===== src/hw/rtl/cgbq_pkg.sv =====
package cgbq_pkg;

    localparam int X_W       = 16;
    localparam int ID_W      = 16;
    localparam int CW_W      = 12;
    localparam int WIN_W     = 3;
    localparam int CNT_W     = 4;
    localparam int COL_W     = 17;
    localparam int CFG_IDX_W = 1;
    localparam int ACT_W     = 2;
    localparam int ST_W      = 2;

    localparam logic [CW_W-1:0]  CELL_WIDTH_RST = 12'd144;
    localparam logic [WIN_W-1:0] WINDOW_RST     = 3'd5;

    typedef enum logic [CFG_IDX_W-1:0] {
        CFG_CELL_WIDTH   = 1'b0,
        CFG_WINDOW_CELLS = 1'b1
    } cfg_idx_t;

    typedef enum logic [ACT_W-1:0] {
        ACT_CLEAR  = 2'd0,
        ACT_INSERT = 2'd1,
        ACT_QUERY  = 2'd2
    } action_t;

    typedef enum logic [ST_W-1:0] {
        ST_OK    = 2'd0,
        ST_FULL  = 2'd1,
        ST_RANGE = 2'd2
    } status_t;

    typedef enum logic [2:0] {
        EMIT_NONE   = 3'd0,
        EMIT_OK     = 3'd1,
        EMIT_RANGE  = 3'd2,
        EMIT_INSERT = 3'd3,
        EMIT_QUERY  = 3'd4
    } emit_t;

    typedef enum logic [3:0] {
        S_IDLE,
        S_DIV_INS,
        S_INS_CHK,
        S_INS_RD,
        S_INS_WR,
        S_ALL_RD,
        S_ALL_WR,
        S_DIV_QRY,
        S_Q_COL,
        S_Q_CNT,
        S_Q_ENT,
        S_Q_END
    } state_t;

    typedef struct packed {
        logic  load_ins;
        logic  load_qry;
        logic  clear_grid;
        logic  col_from_div;
        logic  col_zero;
        logic  col_step;
        logic  cnt_rd;
        logic  ent_wr;
        logic  cnt_latch;
        logic  ent_rd;
        emit_t emit;
    } cmd_t;

    typedef struct packed {
        logic div_done;
        logic col_neg;
        logic col_over;
        logic col_in_range;
        logic col_is_last;
        logic win_done;
        logic cnt_zero;
        logic h_last;
    } sts_t;

endpackage


===== src/hw/rtl/cgbq_ctrl.sv =====
module cgbq_ctrl (
    input  logic                          clk,
    input  logic                          rst_n,
    input  logic                          start,
    input  logic [cgbq_pkg::ACT_W-1:0]    action,
    input  cgbq_pkg::sts_t                sts,
    output cgbq_pkg::cmd_t                cmd,
    output logic                          busy
);

    cgbq_pkg::state_t state_reg;
    cgbq_pkg::state_t state_next;

    always_ff @(posedge clk or negedge rst_n)
    begin
        if (!rst_n)
        begin
            state_reg <= cgbq_pkg::S_IDLE;
        end
        else
        begin
            state_reg <= state_next;
        end
    end

    always_comb
    begin
        state_next = state_reg;
        cmd        = '0;
        case (state_reg)
            cgbq_pkg::S_IDLE:
            begin
                if (start)
                begin
                    case (action)
                        cgbq_pkg::ACT_CLEAR:
                        begin
                            cmd.clear_grid = 1'b1;
                            cmd.emit       = cgbq_pkg::EMIT_OK;
                        end
                        cgbq_pkg::ACT_INSERT:
                        begin
                            cmd.load_ins = 1'b1;
                            state_next   = cgbq_pkg::S_DIV_INS;
                        end
                        cgbq_pkg::ACT_QUERY:
                        begin
                            cmd.load_qry = 1'b1;
                            state_next   = cgbq_pkg::S_DIV_QRY;
                        end
                        default:
                        begin
                            state_next = cgbq_pkg::S_IDLE;
                        end
                    endcase
                end
            end
            cgbq_pkg::S_DIV_INS:
            begin
                if (sts.div_done)
                begin
                    cmd.col_from_div = 1'b1;
                    state_next       = cgbq_pkg::S_INS_CHK;
                end
            end
            cgbq_pkg::S_INS_CHK:
            begin
                if (sts.col_neg)
                begin
                    cmd.col_zero = 1'b1;
                    state_next   = cgbq_pkg::S_ALL_RD;
                end
                else if (sts.col_over)
                begin
                    cmd.emit   = cgbq_pkg::EMIT_RANGE;
                    state_next = cgbq_pkg::S_IDLE;
                end
                else
                begin
                    state_next = cgbq_pkg::S_INS_RD;
                end
            end
            cgbq_pkg::S_INS_RD:
            begin
                cmd.cnt_rd = 1'b1;
                state_next = cgbq_pkg::S_INS_WR;
            end
            cgbq_pkg::S_INS_WR:
            begin
                cmd.ent_wr = 1'b1;
                cmd.emit   = cgbq_pkg::EMIT_INSERT;
                state_next = cgbq_pkg::S_IDLE;
            end
            cgbq_pkg::S_ALL_RD:
            begin
                cmd.cnt_rd = 1'b1;
                state_next = cgbq_pkg::S_ALL_WR;
            end
            cgbq_pkg::S_ALL_WR:
            begin
                cmd.ent_wr = 1'b1;
                if (sts.col_is_last)
                begin
                    cmd.emit   = cgbq_pkg::EMIT_INSERT;
                    state_next = cgbq_pkg::S_IDLE;
                end
                else
                begin
                    cmd.col_step = 1'b1;
                    state_next   = cgbq_pkg::S_ALL_RD;
                end
            end
            cgbq_pkg::S_DIV_QRY:
            begin
                if (sts.div_done)
                begin
                    cmd.col_from_div = 1'b1;
                    state_next       = cgbq_pkg::S_Q_COL;
                end
            end
            cgbq_pkg::S_Q_COL:
            begin
                if (sts.win_done)
                begin
                    state_next = cgbq_pkg::S_Q_END;
                end
                else if (sts.col_in_range)
                begin
                    cmd.cnt_rd = 1'b1;
                    state_next = cgbq_pkg::S_Q_CNT;
                end
                else
                begin
                    cmd.col_step = 1'b1;
                end
            end
            cgbq_pkg::S_Q_CNT:
            begin
                cmd.cnt_latch = 1'b1;
                if (sts.cnt_zero)
                begin
                    cmd.col_step = 1'b1;
                    state_next   = cgbq_pkg::S_Q_COL;
                end
                else
                begin
                    state_next = cgbq_pkg::S_Q_ENT;
                end
            end
            cgbq_pkg::S_Q_ENT:
            begin
                cmd.ent_rd = 1'b1;
                if (sts.h_last)
                begin
                    cmd.col_step = 1'b1;
                    state_next   = cgbq_pkg::S_Q_COL;
                end
            end
            cgbq_pkg::S_Q_END:
            begin
                cmd.emit   = cgbq_pkg::EMIT_QUERY;
                state_next = cgbq_pkg::S_IDLE;
            end
            default:
            begin
                state_next = cgbq_pkg::S_IDLE;
            end
        endcase
    end

    assign busy = (state_reg != cgbq_pkg::S_IDLE);

endmodule


===== config.mk =====
export PLATFORM = sky130hd
export DESIGN_NAME = cgbq_ctrl
export DESIGN_NICKNAME = d
export VERILOG_FILES = /design/src/hw/rtl/cgbq_pkg.sv /design/src/hw/rtl/cgbq_ctrl.sv
export SDC_FILE = /design/constraint.sdc
export NUM_CORES = 1
export LEC_CHECK = 0
export ABC_AREA = 1
export BUFFER_PORTS_ARGS = -buffer_cell sky130_fd_sc_hd__buf_2
export CELL_PAD_IN_SITES_DETAIL_PLACEMENT = 0
export CELL_PAD_IN_SITES_GLOBAL_PLACEMENT = 1
export CORE_MARGIN = 4
export CORE_UTILIZATION = 26
export DETAILED_ROUTE_END_ITERATION = 12
export GPL_TIMING_DRIVEN = 0
export PLACE_DENSITY_LB_ADDON = 0.1
export SYNTH_ARGS = -nofsm -noshare
export SYNTH_HDL_FRONTEND = slang
export SYNTH_SLANG_ARGS = --single-unit

===== constraint.sdc =====
create_clock -name clk -period 1.3 [get_ports clk]
set_input_delay 0.26 -clock clk [delete_from_list [all_inputs] [get_ports clk]]
set_output_delay 0.26 -clock clk [all_outputs]
set_load 0.05 [all_outputs]

# ---- After elaboration in Yosys (flattened, before gate mapping)
# Index checks and enable logic that the tools add are counted.
dict set report word_totals {
  register_bits 4
  latchBits 0
  ram_bits 0
  mem_bits_ro 0
  output_inout_bits 14
  word_cells 65
  mem_count 0
}
dict set report op_classes {
  addsub 0
  n_mul 0
  n_div 0
  n_lt_le_gt_ge 0
  eq_ne 19
  shifts 0
  muxes 38
  bitwise_logic 0
  n_reduce_logical 7
}
# op count
set op_table {}
lappend op_table {{$pmux 4 s10} 1}
lappend op_table {{$mux 4} 7}
lappend op_table {{$mux 1} 17}
lappend op_table {{$eq 4x3->1 const B} 4}
lappend op_table {{$eq 4x4->1 const B} 4}
lappend op_table {{$pmux 3 s5} 1}
lappend op_table {{$mux 2} 6}
lappend op_table {{$pmux 4 s3} 1}
lappend op_table {{$ne 2x2->1 const B} 5}
lappend op_table {{$mux 3} 3}
lappend op_table {{$eq 4x2->1 const B} 2}
lappend op_table {{$reduce_and 6->1} 1}
lappend op_table {{$reduce_or 2->1} 3}
lappend op_table {{$eq 4x1->1 const B} 1}
lappend op_table {{$logic_not 4->1} 1}
lappend op_table {{$pmux 1 s4} 1}
lappend op_table {{$reduce_bool 4->1} 1}
lappend op_table {{$ne 3x3->1 const B} 1}
lappend op_table {{$eq 2x1->1 const B} 1}
lappend op_table {{$eq 2x2->1 const B} 1}
lappend op_table {{$logic_not 2->1} 1}
lappend op_table {{$pmux 1 s2} 1}

# ---- Depth between registers and ports, before layout
# Gate-level depths: netlist of the first run.
dict set report depth {
  depth_word 4
  mapped_depth 9
}

# ---- Worst setup path before layout of the first run
# No wires, ideal clock.
dict set report synth_path {
  path_kind {register -> output}
  from {register state_reg[3]}
  to {output port cmd[0] (netlist bit)}
  arrival_time_ns 2.119
  required_time_ns 1.040
  path_slack_ns -1.079
  stages_incl_launch_ff 6
  cell_sequence {dfrtp_1 > inv_1 > nand2_1 > nor2_1 > o21ai_0 > o21ai_0}
}
# element line
set synth_lines {}
lappend synth_lines {{start: declaration} cgbq_ctrl.sv:11} ;# cgbq_pkg::state_t state_reg;
lappend synth_lines {{start signal: assignment} cgbq_ctrl.sv:18} ;# state_reg <= cgbq_pkg::S_IDLE;
lappend synth_lines {{start signal: assignment} cgbq_ctrl.sv:22} ;# state_reg <= state_next;
lappend synth_lines {{end: declaration} cgbq_ctrl.sv:7} ;# output cgbq_pkg::cmd_t cmd,

==> impl_metrics.env, run 1 <==
export IMPL_yosysWarnings=0
export IMPL_tns_ns=-4.876
export IMPL_pre_cts_slack_ns=-0.3198
export IMPL_ios=27
export IMPL_worstSetupEndpointType="output pin"
export IMPL_antenna_found_initial=0
export IMPL_root_buffer="clkbuf_4"
export IMPL_wl_per_cell_um=10.75
export IMPL_gp_congestion=0.8094
export IMPL_ir_worst_vdd_v=0.001001
export IMPL_globalRouteTotalUtil_pct=12.90
export IMPL_ys_seq_area_share_pct=17.24
export IMPL_rsz0062_at_grt="true"
export IMPL_internal_power_mw=1.071
export IMPL_cts_tree="done"
export IMPL_placed_cell_area_um2=868.3
export IMPL_final_cell_mix="nand2_1, buf_2, buf_6, buf_4, nor2_4"
export IMPL_via_per_inst=4.454
export IMPL_htreeDepth=1
export IMPL_first_iter_violations=8
export IMPL_final_common_cell="nand2_1"
export IMPL_initial_core_util_pct=28.43
export IMPL_n_fill_cell=211
export IMPL_power_mw=2.414
export IMPL_cp_start_kind="register"
export IMPL_worstSetupPathType="reg2out"
export IMPL_clock_latency_ns=0.24
export IMPL_power_density_nw_per_um2=2064
export IMPL_r2r_end="state_reg[0]"
export IMPL_synth_top_area_cell="nand2_1"
export IMPL_largest_reg_flops=4
export IMPL_clkPwrFrac_pct=7.2
export IMPL_setup_viol=18
export IMPL_hold_slack_ns=0.3459
export IMPL_p_leak_nw=0.5842
export IMPL_ant_nets=0
export IMPL_synth_area_per_cell_um2=5.692
export IMPL_cts_buffer_depth=2
export IMPL_slowest_delay_ns=0.46
export IMPL_routed_wirelength_mm=1.870
export IMPL_rows=16
export IMPL_grt_pass1_vias=824
export IMPL_portBuffers=26
export IMPL_syn_instance_count=102
export IMPL_p_sw_mw=1.344
export IMPL_slowest_stage="dfrtp_2"
export IMPL_clk_pin_slew_ns=0.04
export IMPL_drc=0
export IMPL_num_antenna_cells=0
export IMPL_skew_ns=0.01009
export IMPL_hpwl_mm=1.496
export IMPL_finalHoldViolations=0
export IMPL_synth_seq_cells=4
export IMPL_die_width_um=55.26
export IMPL_r2r_start="state_reg[1]"
export IMPL_pwr_share_seq_pct=12.0
export IMPL_worst_slew_pin_slew_ns=0.2489
export IMPL_grt_start_max_net_pins=7
export IMPL_maxSlewHeadroom_pct=83.41
export IMPL_slew_viol_final=0
export IMPL_synth_area_top_cells="nand2_1, dfrtp_1, nor2_1"
export IMPL_drive_gt1_share_pct=58.50
export IMPL_vias=775
export IMPL_r2r_slack_ns=-0.11
export IMPL_clkSinkCount=4
export IMPL_finalCritPeriodShare_pct=129.5
export IMPL_synth_fp_nets=119
export IMPL_grt_first_pass_wirelength_mm=3.291
export IMPL_numCtsBuffers=3
export IMPL_die_area_um2=3053
export IMPL_fin_area_um2=1170
export IMPL_violations="setup timing"
export IMPL_yosysTopAreaCellShare_pct=22.63
export IMPL_hp_class="in2async"
export IMPL_firstDrtPassIters=4
export IMPL_overflow=0
export IMPL_clock_fmax_ghz=0.5939
export IMPL_nets=165
export IMPL_cp_max_fo=5
export IMPL_areaGrowthSynthToFinish_pct=101.5
export IMPL_power_frac_comb_pct=80.8
export IMPL_fp_dieH_um=55.26
export IMPL_required_ns=1.04
export IMPL_syn_area_um2=580.6
export IMPL_cp_cell_sequence="nor2_4 -> buf_4 -> nand2_2 -> a21oi_4 -> buf_6"
export IMPL_arrival_ns=1.42
export IMPL_ys_types=16
export IMPL_maxCapViolCount=0
export IMPL_outcome="finished with violations"
export IMPL_finalCriticalPeriod_ns=1.684
export IMPL_core_area_um2=2042
export IMPL_switching_share_pct=55.66
export IMPL_setup_slack_ns=-0.3838
export IMPL_r2r_cells=9
[layer usage]
metal	share of wire, %	GRT usage, %	vias to the layer above
met5	0	0	-
met1	47	16.13	342
met4	0	2.083	0
li1	-	-	412
met3	6.5	4.895	0
met2	47	21.28	21
[Yosys cell counts]
| cell type | count |
|---|---|
| nand2_1 | 35 |
| nor2_1 | 18 |
| inv_1 | 14 |
| nand3_1 | 5 |
| dfrtp_1 | 4 |
| ha_1 | 4 |
| nand2_2 | 3 |
| nand3b_1 | 3 |
| nand4_1 | 3 |
| o21ai_0 | 3 |
| nand3_2 | 2 |
| nor2_2 | 2 |
| nor2_4 | 2 |
| o31ai_1 | 2 |
| a21oi_1 | 1 |
| inv_2 | 1 |
[power groups by stage]
stage          Clock, mW  Combinational [mW]  Sequential, mW
5_1_grt            0.200                2.11           0.299
2_1_floorplan          0                1.17           0.272
3_5_place_dp           0                1.43           0.290
4_1_cts            0.182                1.83           0.284
6_report           0.173                1.95           0.290
3_3_place_gp           0                1.44           0.292
[area by class of cell]
class | count | area, um^2 | share of cell area, %
flip-flops and latches | 4 | 105.1 | 8.984
repair buffers | 41 | 366.6 | 31.34
well taps | 27 | 33.78 | 2.888
clock buffers | 4 | 26.28 | 2.246
multi-input cells | 83 | 570.5 | 48.77
inverters | 15 | 67.56 | 5.775
[logic make-up (layout without fill, tap and decap cells)]
logic type               count (synthesis)  in the layout  synth area share, %
buffers and inverters                   15             60                9.698
AO/OA/AOI/OAI                            6              6                6.032
adder cells (fa/ha/maj)                  4              4                8.621
flip-flops                               4              4                17.24
AND/OR/NAND/NOR                         73             73                58.40
[stage by stage]
stage                     util (%)  instances
after floorplan                  -        102
after global placement       42.52        155
after detailed placement     42.52        155
after CTS                    52.63        168
after global routing         57.29        174
final                        57.29        174
[repair_timing]
item,CTS,global route
pin swaps,10,6
hold buffers,1,0
buffers inserted,8,6
endpoints found under the setup margin,18,18
resized for setup,35,16
endpoints found under the hold margin,4,0
[worst max path at each step]
stage	from	to	slack, ns
6_report	state_reg[2]	cmd[9]	-0.38
3_5_place_dp	state_reg[1]	cmd[6]	-0.32
2_1_floorplan	state_reg[3]	cmd[7]	-0.49
5_1_grt	state_reg[2]	cmd[6]	-0.46
4_1_cts	state_reg[1]	cmd[7]	-0.38
3_3_place_gp	state_reg[1]	cmd[6]	-0.34
[critical path, delay by kind of cell, from the launching register on]
kind | cells | cell delay (ns)
AO/OA/AOI/OAI | 1 | 0.12
flip-flops | 1 | 0.46
buffers and inverters | 2 | 0.32
AND/OR/NAND/NOR | 2 | 0.27
Note: power is estimated with default switching activity, not from simulation.
==> inputs of run 2 (changes only) <==
- SETUP_SLACK_MARGIN: not set -> 0.02
==> run 2 against run 1 <==
The flow still finishes with violations (setup timing). Clock skew unchanged. Largest power group unchanged. Register-to-register slack about the same. First-iteration DRC count unchanged. Clock-buffer cell count unchanged. Critical path depth unchanged.
==> impl_metrics.env, run 2 (synthesis results as in run 1) <==
export IMPL_outcome="finished with violations"
export IMPL_violations="setup timing"
export IMPL_cp_start_kind="register"
export IMPL_clkSinkCount=4
export IMPL_final_cell_mix="nand2_1, buf_2, buf_6, buf_4, nor2_4"
export IMPL_drc=0
export IMPL_die_width_um=55.26
export IMPL_antenna_found_initial=0
export IMPL_routed_wl_met3_um=122
export IMPL_largest_reg_flops=4
export IMPL_fp_dieH_um=55.26
export IMPL_finalHoldViolations=0
export IMPL_via_per_inst=4.454
export IMPL_power_frac_comb_pct=80.8
export IMPL_maxCapViolCount=0
export IMPL_slew_viol_final=0
export IMPL_final_util_pct=57.29
export IMPL_met2_length_um=877
export IMPL_initial_core_util_pct=28.43
export IMPL_cts_buffer_depth=2
export IMPL_routed_wirelength_mm=1.870
export IMPL_clkPwrFrac_pct=7.2
export IMPL_numCtsBuffers=3
export IMPL_grt_pass1_vias=824
export IMPL_rsz0062_at_grt="true"
export IMPL_power_density_nw_per_um2=2064
export IMPL_clk_pin_slew_ns=0.04
export IMPL_placed_cell_area_um2=868.3
export IMPL_slowest_stage="dfrtp_2"
export IMPL_clock_latency_ns=0.24
export IMPL_met1Wirelength_um=870
export IMPL_fin_area_um2=1170
export IMPL_globalRouteTotalUtil_pct=12.90
export IMPL_cp_cell_sequence="nor2_4 -> buf_4 -> nand2_2 -> a21oi_4 -> buf_6"
export IMPL_pre_cts_slack_ns=-0.3198
export IMPL_setup_viol=18
export IMPL_clock_fmax_ghz=0.5939
export IMPL_p_leak_nw=0.5842
export IMPL_cts_tree="done"
export IMPL_p_sw_mw=1.344
export IMPL_drive_gt1_share_pct=58.50
export IMPL_finalCritPeriodShare_pct=129.5
export IMPL_overflow=0
export IMPL_setup_slack_ns=-0.3838
export IMPL_portBuffers=26
export IMPL_ir_worst_vdd_v=0.001001
export IMPL_required_ns=1.04
export IMPL_grt_start_max_net_pins=7
export IMPL_root_buffer="clkbuf_4"
export IMPL_dp_cells=155
export IMPL_fin_cells=174
export IMPL_die_area_um2=3053
export IMPL_switching_share_pct=55.66
export IMPL_top_layer="met3"
export IMPL_internal_power_mw=1.071
export IMPL_arrival_ns=1.42
export IMPL_hp_class="in2async"
export IMPL_firstDrtPassIters=4
export IMPL_grt_first_pass_wirelength_mm=3.291
export IMPL_hold_slack_ns=0.3459
export IMPL_htreeDepth=1
export IMPL_worstSetupEndpointType="output pin"
export IMPL_areaGrowthSynthToFinish_pct=101.5
export IMPL_gp_congestion=0.8094
export IMPL_maxSlewHeadroom_pct=83.41
export IMPL_pwr_share_seq_pct=12.0
export IMPL_ios=27
export IMPL_ant_nets=0
export IMPL_cp_max_fo=5
export IMPL_skew_ns=0.01009
export IMPL_hpwl_mm=1.496
export IMPL_vias=775
export IMPL_worstSetupPathType="reg2out"
export IMPL_rows=16
export IMPL_slowest_delay_ns=0.46
export IMPL_wl_per_cell_um=10.75
export IMPL_num_antenna_cells=0
export IMPL_nets=165
export IMPL_critPathBufInv=2
export IMPL_finalCriticalPeriod_ns=1.684
export IMPL_critical_path_top_delay_family="flip-flops"
export IMPL_worst_slew_pin_slew_ns=0.2489
export IMPL_first_iter_violations=8
export IMPL_n_fill_cell=211
export IMPL_final_common_cell="nand2_1"
export IMPL_core_area_um2=2042
## run 2: stage by stage
stage	power [mW]	TNS, ns
floorplan	1.440	-2.144
global placement	1.731	-2.810
detailed placement	1.723	-2.588
CTS	2.301	-4.615
global route	2.607	-6.512
finish	2.414	-4.876
## run 2: path summary, 6_finish.rpt
kind	startpoint	to	slack [ns]	cells after the start
min	rst_n	state_reg[1]	0.35	2
max reg2reg	state_reg[1]	state_reg[0]	-0.11	9
min in group clk	sts[7]	state_reg[0]	0.36	4
min reg2reg	state_reg[3]	state_reg[3]	0.57	2
max in group asynchronous	rst_n	state_reg[0]	0.81	2
max	state_reg[2]	cmd[9]	-0.38	5
## run 2: power groups by stage
stage | Sequential, mW | Clock, mW | Combinational [mW]
2_1_floorplan | 0.272 | 0 | 1.17
3_3_place_gp | 0.292 | 0 | 1.44
3_5_place_dp | 0.290 | 0 | 1.43
4_1_cts | 0.284 | 0.182 | 1.83
5_1_grt | 0.299 | 0.200 | 2.11
6_report | 0.290 | 0.173 | 1.95
## run 2: routing by layer
layer	GRT usage (%)	vias to the layer above
li1	-	412
met1	16.13	342
met3	4.895	0
met5	0	-
met4	2.083	0
met2	21.28	21
## run 2: cell type report
class                      count  area [um^2]  area share [%]
clock buffer                   4        26.28           2.246
inverter                      15        67.56           5.775
multi-input combinational     83        570.5           48.77
sequential                     4        105.1           8.984
tap                           27        33.78           2.888
timing repair buffer          41        366.6           31.34
## run 2: what timing repair did
action	4_1_cts	5_1_grt
hold buffers	1	0
pin swaps	10	6
endpoints found under the setup margin	18	18
setup buffers	8	6
resized for setup	35	16
hold endpoints to repair	4	0
cloned	0	0
